$ cat config.mk
export PLATFORM = sky130hd
export DESIGN_NAME = base64_stream_decoder_core
export DESIGN_NICKNAME = d
export VERILOG_FILES = /design/src/design/b64d_pkg.sv /design/src/design/b64d_char_map.sv /design/src/design/base64_stream_decoder_core.sv
export SDC_FILE = /design/constraint.sdc
export NUM_CORES = 1
export LEC_CHECK = 0
export ABC_AREA = 1
export BUFFER_PORTS_ARGS = -buffer_cell sky130_fd_sc_hd__buf_2
export CORE_MARGIN = 2
export CORE_UTILIZATION = 62
export CTS_CLUSTER_SIZE = 30
export DETAILED_ROUTE_END_ITERATION = 16
export GPL_TIMING_DRIVEN = 0
export HOLD_SLACK_MARGIN = 0.12
export PLACE_DENSITY = 0.82
export RECOVER_POWER = 25
export SLEW_MARGIN = 20
export SYNTH_ARGS = -nofsm -noshare
export SYNTH_HDL_FRONTEND = slang
export SYNTH_SLANG_ARGS = --single-unit
$ cat constraint.sdc
create_clock -name clk -period 5 [get_ports clk]
set_clock_uncertainty 0.2 [all_clocks]
set_input_delay 0.25 -clock clk [delete_from_list [all_inputs] [get_ports clk]]
set_output_delay 0.25 -clock clk [all_outputs]
set_load 0.005 [all_outputs]
$ cat src/design/b64d_pkg.sv
// b64d_pkg: types and constants for the base64 stream decoder
// no dependencies; imported by b64d_char_map and base64_stream_decoder_core
`timescale 1ns / 1ps

package b64d_pkg;

    typedef struct packed {
        logic [7:0] enc_char;
        logic       is_final;
    } char_item_t;

    typedef struct packed {
        logic [7:0] out_byte;
        logic       out_last;
        logic       bad_char;
        logic       bad_length;
    } byte_item_t;

    typedef struct packed {
        logic [5:0] sextet;
        logic       bad;
    } char_map_t;

    localparam logic [5:0] SEXTET_LOWER_BASE = 6'h1A;
    localparam logic [5:0] SEXTET_DIGIT_BASE = 6'h34;
    localparam logic [5:0] SEXTET_PLUS       = 6'h3E;
    localparam logic [5:0] SEXTET_SLASH      = 6'h3F;
    localparam logic [5:0] SEXTET_INVALID    = 6'h3F;

    localparam logic [7:0] CHAR_UPPER_A = 8'h41;
    localparam logic [7:0] CHAR_UPPER_Z = 8'h5A;
    localparam logic [7:0] CHAR_LOWER_A = 8'h61;
    localparam logic [7:0] CHAR_LOWER_Z = 8'h7A;
    localparam logic [7:0] CHAR_DIGIT_0 = 8'h30;
    localparam logic [7:0] CHAR_DIGIT_9 = 8'h39;
    localparam logic [7:0] CHAR_PLUS    = 8'h2B;
    localparam logic [7:0] CHAR_SLASH   = 8'h2F;

endpackage

$ cat src/design/b64d_char_map.sv
// b64d_char_map: maps one base64 character to its sextet and an invalid flag
// depends on b64d_pkg
`timescale 1ns / 1ps

module b64d_char_map
    import b64d_pkg::*;
(
    input  logic [7:0] enc_char,
    output char_map_t  map
);

    logic [7:0] upper_off;
    logic [7:0] lower_off;
    logic [7:0] digit_off;

    assign upper_off = enc_char - CHAR_UPPER_A;
    assign lower_off = enc_char - CHAR_LOWER_A;
    assign digit_off = enc_char - CHAR_DIGIT_0;

    always_comb
    begin
        map.bad    = 1'b0;
        map.sextet = SEXTET_INVALID;
        if (enc_char >= CHAR_UPPER_A && enc_char <= CHAR_UPPER_Z)
        begin
            map.sextet = upper_off[5:0];
        end
        else if (enc_char >= CHAR_LOWER_A && enc_char <= CHAR_LOWER_Z)
        begin
            map.sextet = SEXTET_LOWER_BASE + lower_off[5:0];
        end
        else if (enc_char >= CHAR_DIGIT_0 && enc_char <= CHAR_DIGIT_9)
        begin
            map.sextet = SEXTET_DIGIT_BASE + digit_off[5:0];
        end
        else if (enc_char == CHAR_PLUS)
        begin
            map.sextet = SEXTET_PLUS;
        end
        else if (enc_char == CHAR_SLASH)
        begin
            map.sextet = SEXTET_SLASH;
        end
        else
        begin
            map.bad = 1'b1;
        end
    end

endmodule

$ cat src/design/base64_stream_decoder_core.sv
// base64_stream_decoder_core: unpadded base64 decoder, one character per request
// depends on b64d_pkg and b64d_char_map
`timescale 1ns / 1ps

// Usage:
//   char channel (char_valid, char_stall, char_data) takes one encoded character
//   per request; char_data.is_final marks the last character of a stream.
//   byte channel (byte_valid, byte_stall, byte_data) returns decoded bytes.
//   The first character of each group of four gives no result; the second,
//   third and fourth each give one byte. A stream ending one character past
//   a group boundary gives a single result with bad_length set and a zero byte.
//   bad_char flags any character outside the alphabet since the last result.
//   out_last marks the final result of a stream; the next character starts anew.
//   A character is held in the input register; its result is then registered
//   in the result register.
//   Throughput: one character per cycle while char_stall is low, set by the single decode stage.
//   Reset clears group position, held sextet and both valid registers.
//   When byte_stall is high the result holds; the input register keeps one
//   more character and char_stall rises only while both registers are full.

module base64_stream_decoder_core
    import b64d_pkg::*;
(
    input  logic       clk,
    input  logic       rst_n,
    input  logic       char_valid,
    output logic       char_stall,
    input  char_item_t char_data,
    output logic       byte_valid,
    input  logic       byte_stall,
    output byte_item_t byte_data
);

    typedef enum logic [1:0] {
        PH_FIRST,
        PH_SECOND,
        PH_THIRD,
        PH_FOURTH
    } phase_t;

    logic       in_vld_reg;
    logic       in_vld_next;
    char_item_t in_data_reg;

    logic       res_vld_reg;
    logic       res_vld_next;
    byte_item_t res_data_reg;
    byte_item_t res_data_next;

    phase_t     phase_reg;
    phase_t     phase_next;
    logic [5:0] held_reg;
    logic [5:0] held_next;
    logic       pend_reg;
    logic       pend_next;

    logic       advance;
    logic       take;
    logic       bad_any;
    logic [7:0] dec_byte;
    char_map_t  cmap;

    b64d_char_map u_char_map (
        .enc_char (in_data_reg.enc_char),
        .map      (cmap)
    );

    assign advance    = !res_vld_reg || !byte_stall;
    assign char_stall = in_vld_reg && !advance;
    assign take       = char_valid && !char_stall;
    assign bad_any    = pend_reg | cmap.bad;

    assign byte_valid = res_vld_reg;
    assign byte_data  = res_data_reg;

    always_comb
    begin
        unique case (phase_reg)
            PH_SECOND: dec_byte = {held_reg, cmap.sextet[5:4]};
            PH_THIRD:  dec_byte = {held_reg[3:0], cmap.sextet[5:2]};
            PH_FOURTH: dec_byte = {held_reg[1:0], cmap.sextet};
            default:   dec_byte = 8'h00;
        endcase
    end

    always_comb
    begin
        in_vld_next   = in_vld_reg;
        res_vld_next  = res_vld_reg;
        res_data_next = res_data_reg;
        phase_next    = phase_reg;
        held_next     = held_reg;
        pend_next     = pend_reg;

        if (advance)
        begin
            in_vld_next  = take;
            res_vld_next = 1'b0;
            if (in_vld_reg)
            begin
                res_data_next.out_last = in_data_reg.is_final;
                res_data_next.bad_char = bad_any;
                if (phase_reg == PH_FIRST)
                begin
                    res_data_next.out_byte   = 8'h00;
                    res_data_next.bad_length = 1'b1;
                    res_vld_next             = in_data_reg.is_final;
                    phase_next               = PH_SECOND;
                    held_next                = cmap.sextet;
                    pend_next                = bad_any;
                end
                else
                begin
                    res_data_next.out_byte   = dec_byte;
                    res_data_next.bad_length = 1'b0;
                    res_vld_next             = 1'b1;
                    held_next                = cmap.sextet;
                    pend_next                = 1'b0;
                    unique case (phase_reg)
                        PH_SECOND: phase_next = PH_THIRD;
                        PH_THIRD:  phase_next = PH_FOURTH;
                        default:   phase_next = PH_FIRST;
                    endcase
                end
                if (in_data_reg.is_final)
                begin
                    phase_next = PH_FIRST;
                    held_next  = 6'h00;
                    pend_next  = 1'b0;
                end
            end
        end
        else if (take)
        begin
            in_vld_next = 1'b1;
        end
    end

    always_ff @(posedge clk or negedge rst_n)
    begin
        if (!rst_n)
        begin
            in_vld_reg  <= 1'b0;
            res_vld_reg <= 1'b0;
            phase_reg   <= PH_FIRST;
            held_reg    <= 6'h00;
            pend_reg    <= 1'b0;
        end
        else
        begin
            in_vld_reg  <= in_vld_next;
            res_vld_reg <= res_vld_next;
            phase_reg   <= phase_next;
            held_reg    <= held_next;
            pend_reg    <= pend_next;
        end
    end

    always_ff @(posedge clk)
    begin
        if (take)
        begin
            in_data_reg <= char_data;
        end
        res_data_reg <= res_data_next;
    end

endmodule
==> results of run 1 <==
-- metal layers --
| metal | share of wire [%] | track usage [%] | vias to the layer above |
|---|---|---|---|
| met5 | 0 | 0 | - |
| met4 | 1.8 | 10.9 | 0 |
| met3 | 8.0 | 8.32 | 8 |
| met2 | 49 | 49.6 | 87 |
| met1 | 42 | 38.5 | 838 |
| li1 | - | - | 873 |
-- layout by cell type (no fill, tap or decap), types with 3 or more instances in the layout --
cell type and n:
dlygate4sd3_1 13, o21ai_0 8, inv_1 35, nand3_1 24, buf_2 23, nor2_1 8
clkbuf_4 5, nand4_1 21, dfrtp_1 11, xnor2_1 3, clkinv_1 3, nand3_2 6
nand2_1 60, ha_1 15, edfxtp_1 20
-- repair_timing --
| action | CTS | global route |
|---|---|---|
| endpoints found under the hold margin | 22 | 0 |
| hold buffers | 13 | 0 |
| setup endpoints to repair | 0 | 0 |
-- per-stage QoR --
| step | instance area (um^2) | hold WS, ps | setup slack, ps | total power, mW |
|---|---|---|---|---|
| after floorplan | 2010 | -246 | 2950 | 0.615 |
| after global placement | 2190 | -67.1 | 2690 | 0.705 |
| after detailed placement | 2190 | -65.5 | 2640 | 0.720 |
| after CTS | 2380 | 304 | 2610 | 0.881 |
| after global routing | 2380 | 338 | 2360 | 0.952 |
| final | 2380 | 302 | 2550 | 0.896 |
-- how the worst max path moves through the flow --
stage                         endpoint  cells after the start  slack (ps)      startpoint
after floorplan           byte_data[4]                     11        2950  in_data_reg[4]
after global placement    byte_data[4]                     11        2690  in_data_reg[3]
after detailed placement  byte_data[6]                     11        2640  in_data_reg[4]
after CTS                 byte_data[4]                     11        2610  in_data_reg[4]
after global routing      byte_data[6]                     11        2360  in_data_reg[4]
final                     byte_data[4]                     12        2550  in_data_reg[1]
-- critical path, delay by kind of cell (launching register included) --
kind	cells	cell delay [ps]
simple gates	8	900
buf+inv	3	320
fa+ha+maj	1	280
flops	1	520
-- where the power goes --
part / internal, mW / leakage [nW] / switching [mW]
Combinational: 0.120 / 0.749 / 0.214
Sequential: 0.362 / 0.334 / 0.0381
Clock: 0.0667 / 0.0319 / 0.0947
-- synth_stat cells, drive strengths merged --
library cell	instances	area (um^2)
inv	38	145
xor2	2	17.5
nand2	62	243
a21oi	3	18.8
edfxtp	20	601
nor2	10	47.6
o211ai	2	15.0
dfrtp	11	275
clkinv	2	7.51
ha	15	188
xnor2	3	26.3
o21ai	9	56.3
o22ai	2	12.5
nand3	31	198
buf	3	23.8
nand4	21	131
and3	1	6.26
-- logic make-up after synthesis --
group,Yosys count
compound gates,16
xor+xnor,5
fa+ha+maj,15
buf+inv,43
flops,31
simple gates,125
-- cell type report --
type | instances | area, um^2
plain buffers | 3 | 23.8
clock inverters | 2 | 11.3
multi-input cells | 161 | 960
fillers | 210 | 696
flip-flops and latches | 31 | 876
repair buffers | 38 | 253
clock buffers | 6 | 51.3
well taps | 44 | 55.1
inverters | 40 | 153
==> reports/results.ini, run 1 <==
[job]
maxCapViolCount = 0

[clock_network]
cts_root_buf = clkbuf_4
clk_pin_slew_ps = 110
cts_max_level = 2
clock_path_buffers = 2
cts_made_buffers = 5
post_cts_buffers = 0
clkLatencyLatePin_ps = 360
numClockSinks = 31
cts_tree = yes
cts-resized-gates = 0

[place]
place_congestion = 0.910
io_buffers = 25
hpwl_mm = 3.29
placedCellCount = 304

[synth]
synth_top_family_by_area = simple AND/OR/NAND/NOR gates
synth_fa_ha_area_share_pct = 9.33
yosys_warnings = 0
synth_cells = 235
syn-cell-area_mm2 = 0.00201
yosys.area_share.xor_xnor_pct = 2.18
syn_avg_cell_area_um2 = 8.56
yosys.area_share.simple_pct = 31.1
synthMuxAreaShare_pct = 0
syn-num-nets = 263
synth_seq_cells = 31
synth.distinct_cells = 29
yosysSeqAreaShare_pct = 43.5
synth_compound_area_share_pct = 5.10

[die]
core_area_mm2 = 0.00308
boundaryPins = 26
dieHeight_um = 61.0
rows = 20
die_x_um = 61.0
die_area_mm2 = 0.00372
initial_core_util_pct = 65.4

[final_layout]
drive_above_1_share_pct = 17.4
syn2layout_area_growth_pct = 18.4
utilization_pct = 77.4
largest_reg_flops = 11
nets = 308
diodes = 0
fin_cells = 325

[setup_path]
crit_chain = inv_1 > ha_1 > inv_1 > nand2_1 > nand2_1 > nor2_1 > nor2_4 > nand3_1 > nand4_1 > nand3_1 > nand2_1 > inv_1
worstPathRequired_ps = 4930
reg2reg_from = in_data_reg[1]
r2r_cells = 12
r2r_end = byte_data[4]
crit_path_max_fanout = 7
critPathArrivalTime_ps = 2380
start_kind = flip-flop
critical_path_class = flip-flop to flip-flop
max_stage_delay_ps = 520
cpMaxStageDelayCell = edfxtp_1
ff2ff_setup_slack_ps = 2550
crit_path_end_kind = flip-flop

[sta]
slew_violations = 0
timing.slew.headroom_pct = 60.1
rsz0062_at_grt = no
setup_tns_ps = 0
finalHoldViolCount = 0
fin_crit_sh_pct = 48.9
fmax_mhz = 409
final-setup-viol-count = 0
fin_crit_ps = 2450
worstMarginPinSlew_ps = 598

[routing]
dr.pass1.iters = 4
wl_per_cell_um = 14.8
ant_nets = 0
viasPerCell = 5.56
via_count = 1806
detail_route.wirelength_mm = 4.80
drc = 0
drt-initial-drc-count = 126

[power]
ir_drop_mv = 0.270
powerDensity_mw_per_mm2 = 376
leakagePower_nw = 1.11

[global_routing]
antenna_found_initial = 0
grt_usage_pct = 30.2
grt_pass1_vias = 1712
gr-total-overflow = 0
grt_max_degree = 19
grt_first_pass_wirelength_mm = 7.97

[min_path]
min_path_cells = 2
hold_end = held_reg[4]
hp-class = flip-flop to flip-flop
worstHoldStart = held_reg[4]

[status]
status = finished clean

Power figures use the tool's default switching activity.
==> inputs of run 2 (changes only) <==
--- a/config.mk
+++ b/config.mk
@@ -8,12 +8,12 @@
 export ABC_AREA = 1
 export BUFFER_PORTS_ARGS = -buffer_cell sky130_fd_sc_hd__buf_2
 export CORE_MARGIN = 2
-export CORE_UTILIZATION = 62
+export CORE_UTILIZATION = 52
 export CTS_CLUSTER_SIZE = 30
 export DETAILED_ROUTE_END_ITERATION = 16
 export GPL_TIMING_DRIVEN = 0
 export HOLD_SLACK_MARGIN = 0.12
-export PLACE_DENSITY = 0.82
+export PLACE_DENSITY = 0.73
 export RECOVER_POWER = 25
 export SLEW_MARGIN = 20
 export SYNTH_ARGS = -nofsm -noshare
==> constraint.sdc (replaced) <==
create_clock -name clk -period 2 [get_ports clk]
set_clock_uncertainty 0.2 [all_clocks]
set_input_delay 0.1 -clock clk [delete_from_list [all_inputs] [get_ports clk]]
set_output_delay 0.1 -clock clk [all_outputs]
set_load 0.005 [all_outputs]
==> run 2 against run 1 <==
Net effect:
- the run now ends with negative setup slack left
- die area rose by 18%
- via count rose by 9.0%
- clock power rose to 3.2 times the previous value
- fmax rose by 14%
- count of clock-buffer cells in the layout did not move
==> reports/results.ini, run 2 (same netlist as run 1, synthesis figures left out) <==
[status]
status = finished with violations
violations = negative setup slack

[die]
boundaryPins = 26
core_area_mm2 = 0.00369
rows = 22
initial_core_util_pct = 54.5
dieHeight_um = 66.2
die_area_mm2 = 0.00438
die_x_um = 66.2

[power]
leakagePower_nw = 1.25
p_int_mw = 1.57
clkPwrFrac_pct = 20.8
p_switching_uw = 950
combinationalPowerShare_pct = 39.8
p_seq_share_pct = 39.5
ir_drop_mv = 0.866
power_mw = 2.52
powerDensity_mw_per_mm2 = 897
power.share.switching_pct = 37.8

[setup_path]
start_kind = flip-flop
critPathArrivalTime_ps = 1990
worstPathRequired_ps = 1850
path_delay_family = simple AND/OR/NAND/NOR gates
max_stage_delay_ps = 420
crit_buf_inv = 3
cpMaxStageDelayCell = edfxtp_1
crit_path_end_kind = flip-flop
r2r_cells = 10
cp.depth = 10
crit_path_max_fanout = 7
critical_path_class = flip-flop to flip-flop
crit_chain = buf_4 > ha_2 > inv_2 > a21oi_1 > nand2_2 > nand3_2 > nand4_1 > nand3_1 > nand2_1 > inv_1

[routing]
ant_nets = 0
detail_route.wirelength_mm = 5.71
wl_per_cell_um = 16.4
viasPerCell = 5.66
drc = 0
drt-initial-drc-count = 199
dr.pass1.iters = 5
via_count = 1969

[sta]
setup_ws_ps = -143
fin_crit_sh_pct = 107
timing.slew.headroom_pct = 58.2
finalHoldViolCount = 0
fin_crit_ps = 2140
slew_violations = 0
worstMarginPinSlew_ps = 626
fmax_mhz = 467
final-setup-viol-count = 9
rsz0062_at_grt = yes

[final_layout]
syn2layout_area_growth_pct = 39.5
final_common_cell = nand2_1
final_cell_mix = nand2_1, inv_1, buf_2
nets = 327
diodes = 0
seq_area_um2 = 876
multiInputGateArea_mm2 = 0.00116
utilization_pct = 76.1
drive_above_1_share_pct = 34.7
nFillCells = 231
largest_reg_flops = 11

[global_routing]
gr-total-overflow = 0
grt_usage_pct = 23.6
grt_pass1_vias = 1804
grt_max_degree = 19
antenna_found_initial = 0
grt_first_pass_wirelength_mm = 7.92

[clock_network]
clk_pin_slew_ps = 70
cts_tree = yes
cts_max_level = 2
clkLatencyLatePin_ps = 280
clock_path_buffers = 2
cts_made_buffers = 5
cts_root_buf = clkbuf_8
numClockSinks = 31

[place]
hpwl_mm = 2.92
io_buffers = 25
place_congestion = 0.884
dp_slack_ps = -283

[min_path]
hp-class = flip-flop to flip-flop
min_path_cells = 2

[job]
maxCapViolCount = 0

-- run 2: cell type report --
class                      count  area share [%]
timing repair buffer          57            15.2
clock buffer                   6            2.94
clock inverter                 2           0.401
tap                           48            2.14
multi-input combinational    161            41.3
inverter                      40            5.80
sequential                    31            31.2
buffer                         3           0.981
-- run 2: power groups by stage --
stage | Clock (mW) | Sequential [mW] | Combinational [mW]
after floorplan | 0 | 1.00 | 0.536
after global placement | 0 | 1.00 | 0.770
after detailed placement | 0 | 1.00 | 0.780
after CTS | 0.507 | 0.988 | 0.863
after global routing | 0.540 | 1.01 | 1.11
final | 0.522 | 0.994 | 1.00
-- run 2: through the flow --
step                setup TNS (ps)  cell area [um^2]  hold slack [ps]  instances
floorplan                        0              2020             -396        235
global placement             -1820              2200             -220        308
detailed placement           -1780              2200             -216        308
CTS                           -607              2580              289        341
global route                 -1480              2810              311        348
finish                        -643              2810              300        348
-- run 2: tightest hold or removal path: stages (launching register included) --
cell and delay (ps):
dfrtp_1 350, nand2_1 60, nand2_1 60
-- run 2: metal layers --
| layer | share of wire, % | vias to the layer above | GRT usage, % |
|---|---|---|---|
| li1 | - | 917 | - |
| met1 | 37 | 889 | 30.6 |
| met2 | 50 | 134 | 40.3 |
| met3 | 9.0 | 29 | 4.77 |
| met4 | 4.1 | 0 | 5.87 |
| met5 | 0 | - | 0 |
-- run 2: final timing paths --
path                       slack, ps           end            from
min reg2reg                      300   held_reg[5]     held_reg[5]
max                             -140  byte_data[6]  in_data_reg[3]
min in group asynchronous        640    in_vld_reg           rst_n
max in group asynchronous        620   held_reg[4]           rst_n
max reg2reg                     -140  byte_data[6]  in_data_reg[3]
min                              300   held_reg[5]     held_reg[5]
-- run 2: what timing repair did --
action	in CTS	in global routing
hold endpoints to repair	24	0
hold buffers	14	0
setup endpoints to repair	14	13
pin swaps	10	18
resized for setup	18	38
buffers inserted	11	7
==> inputs of run 3 (changes only) <==
--- a/config.mk
+++ b/config.mk
@@ -8,12 +8,11 @@
 export ABC_AREA = 1
 export BUFFER_PORTS_ARGS = -buffer_cell sky130_fd_sc_hd__buf_2
 export CORE_MARGIN = 2
-export CORE_UTILIZATION = 52
+export CORE_UTILIZATION = 62
 export CTS_CLUSTER_SIZE = 30
 export DETAILED_ROUTE_END_ITERATION = 16
-export GPL_TIMING_DRIVEN = 0
 export HOLD_SLACK_MARGIN = 0.12
-export PLACE_DENSITY = 0.73
+export PLACE_DENSITY = 0.82
 export RECOVER_POWER = 25
 export SLEW_MARGIN = 20
 export SYNTH_ARGS = -nofsm -noshare
==> constraint.sdc (replaced) <==
create_clock -name clk -period 2.6 [get_ports clk]
set_clock_uncertainty 0.2 [all_clocks]
set_input_delay 0.13 -clock clk [delete_from_list [all_inputs] [get_ports clk]]
set_output_delay 0.13 -clock clk [all_outputs]
set_load 0.005 [all_outputs]
==> run 3 against run 2 <==
Net effect:
- the flow now finishes without violations
- routed wire length is 15% lower
- sequential power down 22%
- critical path depth fell by 1
- count of clock-buffer cells in the layout fell by 1
- non-clock buffer count is 14 lower
- first-iteration DRC count down 45%
- die area is 15% lower
- hold slack improved by 5.0 ps
- clock power shrank 30%
- largest cell class unchanged
- highest routed layer unchanged
==> reports/results.ini, run 3 (same netlist as run 1, synthesis figures left out) <==
[clock_network]
clk_pin_slew_ps = 100
numClockSinks = 31
cts_max_level = 2
post_cts_buffers = 0
hold_buffers = 15
cts_tree = yes
cts_root_buf = clkbuf_4
clock_path_buffers = 2
clkLatencyLatePin_ps = 330
cts-resized-gates = 0
cts_made_buffers = 5

[sta]
rsz0062_at_grt = no
fin_crit_sh_pct = 89.7
slew_violations = 0
setup_tns_ps = 0
finalHoldViolCount = 0
timing.slew.headroom_pct = 60.8
fin_crit_ps = 2330
whs_ps = 305
final-setup-viol-count = 0
worstMarginPinSlew_ps = 586
fmax_mhz = 429
setup_ws_ps = 267

[final_layout]
drive_above_1_share_pct = 16.4
largest_reg_flops = 11
final_common_cell = nand2_1
syn2layout_area_growth_pct = 20.8
nets = 313
final_cell_mix = nand2_1, inv_1, nand3_1
diodes = 0
fin_cells = 330

[die]
dieHeight_um = 61.0
die_area_mm2 = 0.00372
die_x_um = 61.0
core_area_mm2 = 0.00308
boundaryPins = 26
rows = 20
initial_core_util_pct = 65.4

[routing]
drt-initial-drc-count = 109
drc = 0
detail_route.wirelength_mm = 4.83
ant_nets = 0
via_count = 1814
dr.pass1.iters = 4
wl_per_cell_um = 14.6
viasPerCell = 5.50

[setup_path]
worstPathRequired_ps = 2620
critical_path_class = primary input to flip-flop
ff2ff_setup_slack_ps = 290
crit_path_end_kind = flip-flop
cpMaxStageDelayCell = dlygate4sd3_1
start_kind = primary input
critPathArrivalTime_ps = 2350
r2r_cells = 12
r2r_end = byte_data[4]
reg2reg_from = in_data_reg[3]
max_stage_delay_ps = 570
crit_chain = dlygate4sd3_1 > buf_2 > nand2_1 > nor2_1 > inv_1 > nand2_1 > dlygate4sd3_1 > nand2_1 > dlygate4sd3_1
crit_path_max_fanout = 3

[global_routing]
antenna_found_initial = 0
grt_usage_pct = 30.1
grt_pass1_vias = 1710
gr-total-overflow = 0
grt_first_pass_wirelength_mm = 8.03
grt_max_degree = 18

[min_path]
hp-class = flip-flop to flip-flop
min_path_cells = 2
hold_end = held_reg[5]
worstHoldStart = held_reg[5]

[job]
maxCapViolCount = 0

[power]
ir_drop_mv = 0.552
leakagePower_nw = 1.13
powerDensity_mw_per_mm2 = 736

[status]
status = finished clean

[place]
place_congestion = 0.937
placedCellCount = 307
dp_slack_ps = 360
hpwl_mm = 3.23
io_buffers = 25

## run 3: worst max-delay path by stage
stage | to | slack [ps] | startpoint
2_1_floorplan | byte_data[4] | 550 | in_data_reg[4]
3_3_place_gp | byte_data[4] | 400 | in_data_reg[3]
3_5_place_dp | byte_data[4] | 360 | in_data_reg[3]
4_1_cts | byte_data[4] | 350 | in_data_reg[3]
5_1_grt | byte_data[4] | 50 | in_data_reg[3]
6_report | in_vld_reg | 270 | byte_stall
## run 3: critical path, delay by kind of cell
kind / cells / cell delay, ps
buffers and inverters: 5 / 1870
AND/OR/NAND/NOR: 4 / 360
## run 3: per-stage QoR
step | util [%] | power [mW] | instance area [um^2]
global route | 79.0 | 1.91 | 2430
floorplan | - | 1.18 | 2010
finish | 79.0 | 1.79 | 2430
global placement | 71.9 | 1.37 | 2210
detailed placement | 71.9 | 1.39 | 2210
CTS | 79.3 | 1.77 | 2440
## run 3: cell type report
cell class	instances	area [um^2]
tap	44	55.1
multi-input combinational	161	960
inverter	40	153
clock buffer	5	37.5
timing repair buffer	46	312
fill	214	647
sequential	31	876
clock inverter	3	38.8
## run 3: metal layers
| layer | track usage (%) | share of wire [%] | routed length (um) |
|---|---|---|---|
| met3 | 7.68 | 6.9 | 334 |
| met1 | 41.2 | 43 | 2080 |
| met5 | 0 | 0 | 0 |
| met4 | 10.2 | 1.4 | 69 |
| met2 | 46.9 | 49 | 2350 |
## run 3: power by group
| part | internal [mW] | switching (mW) |
|---|---|---|
| Clock | 0.198 | 0.165 |
| Combinational | 0.242 | 0.412 |
| Sequential | 0.696 | 0.0763 |
| Total | 1.14 | 0.654 |
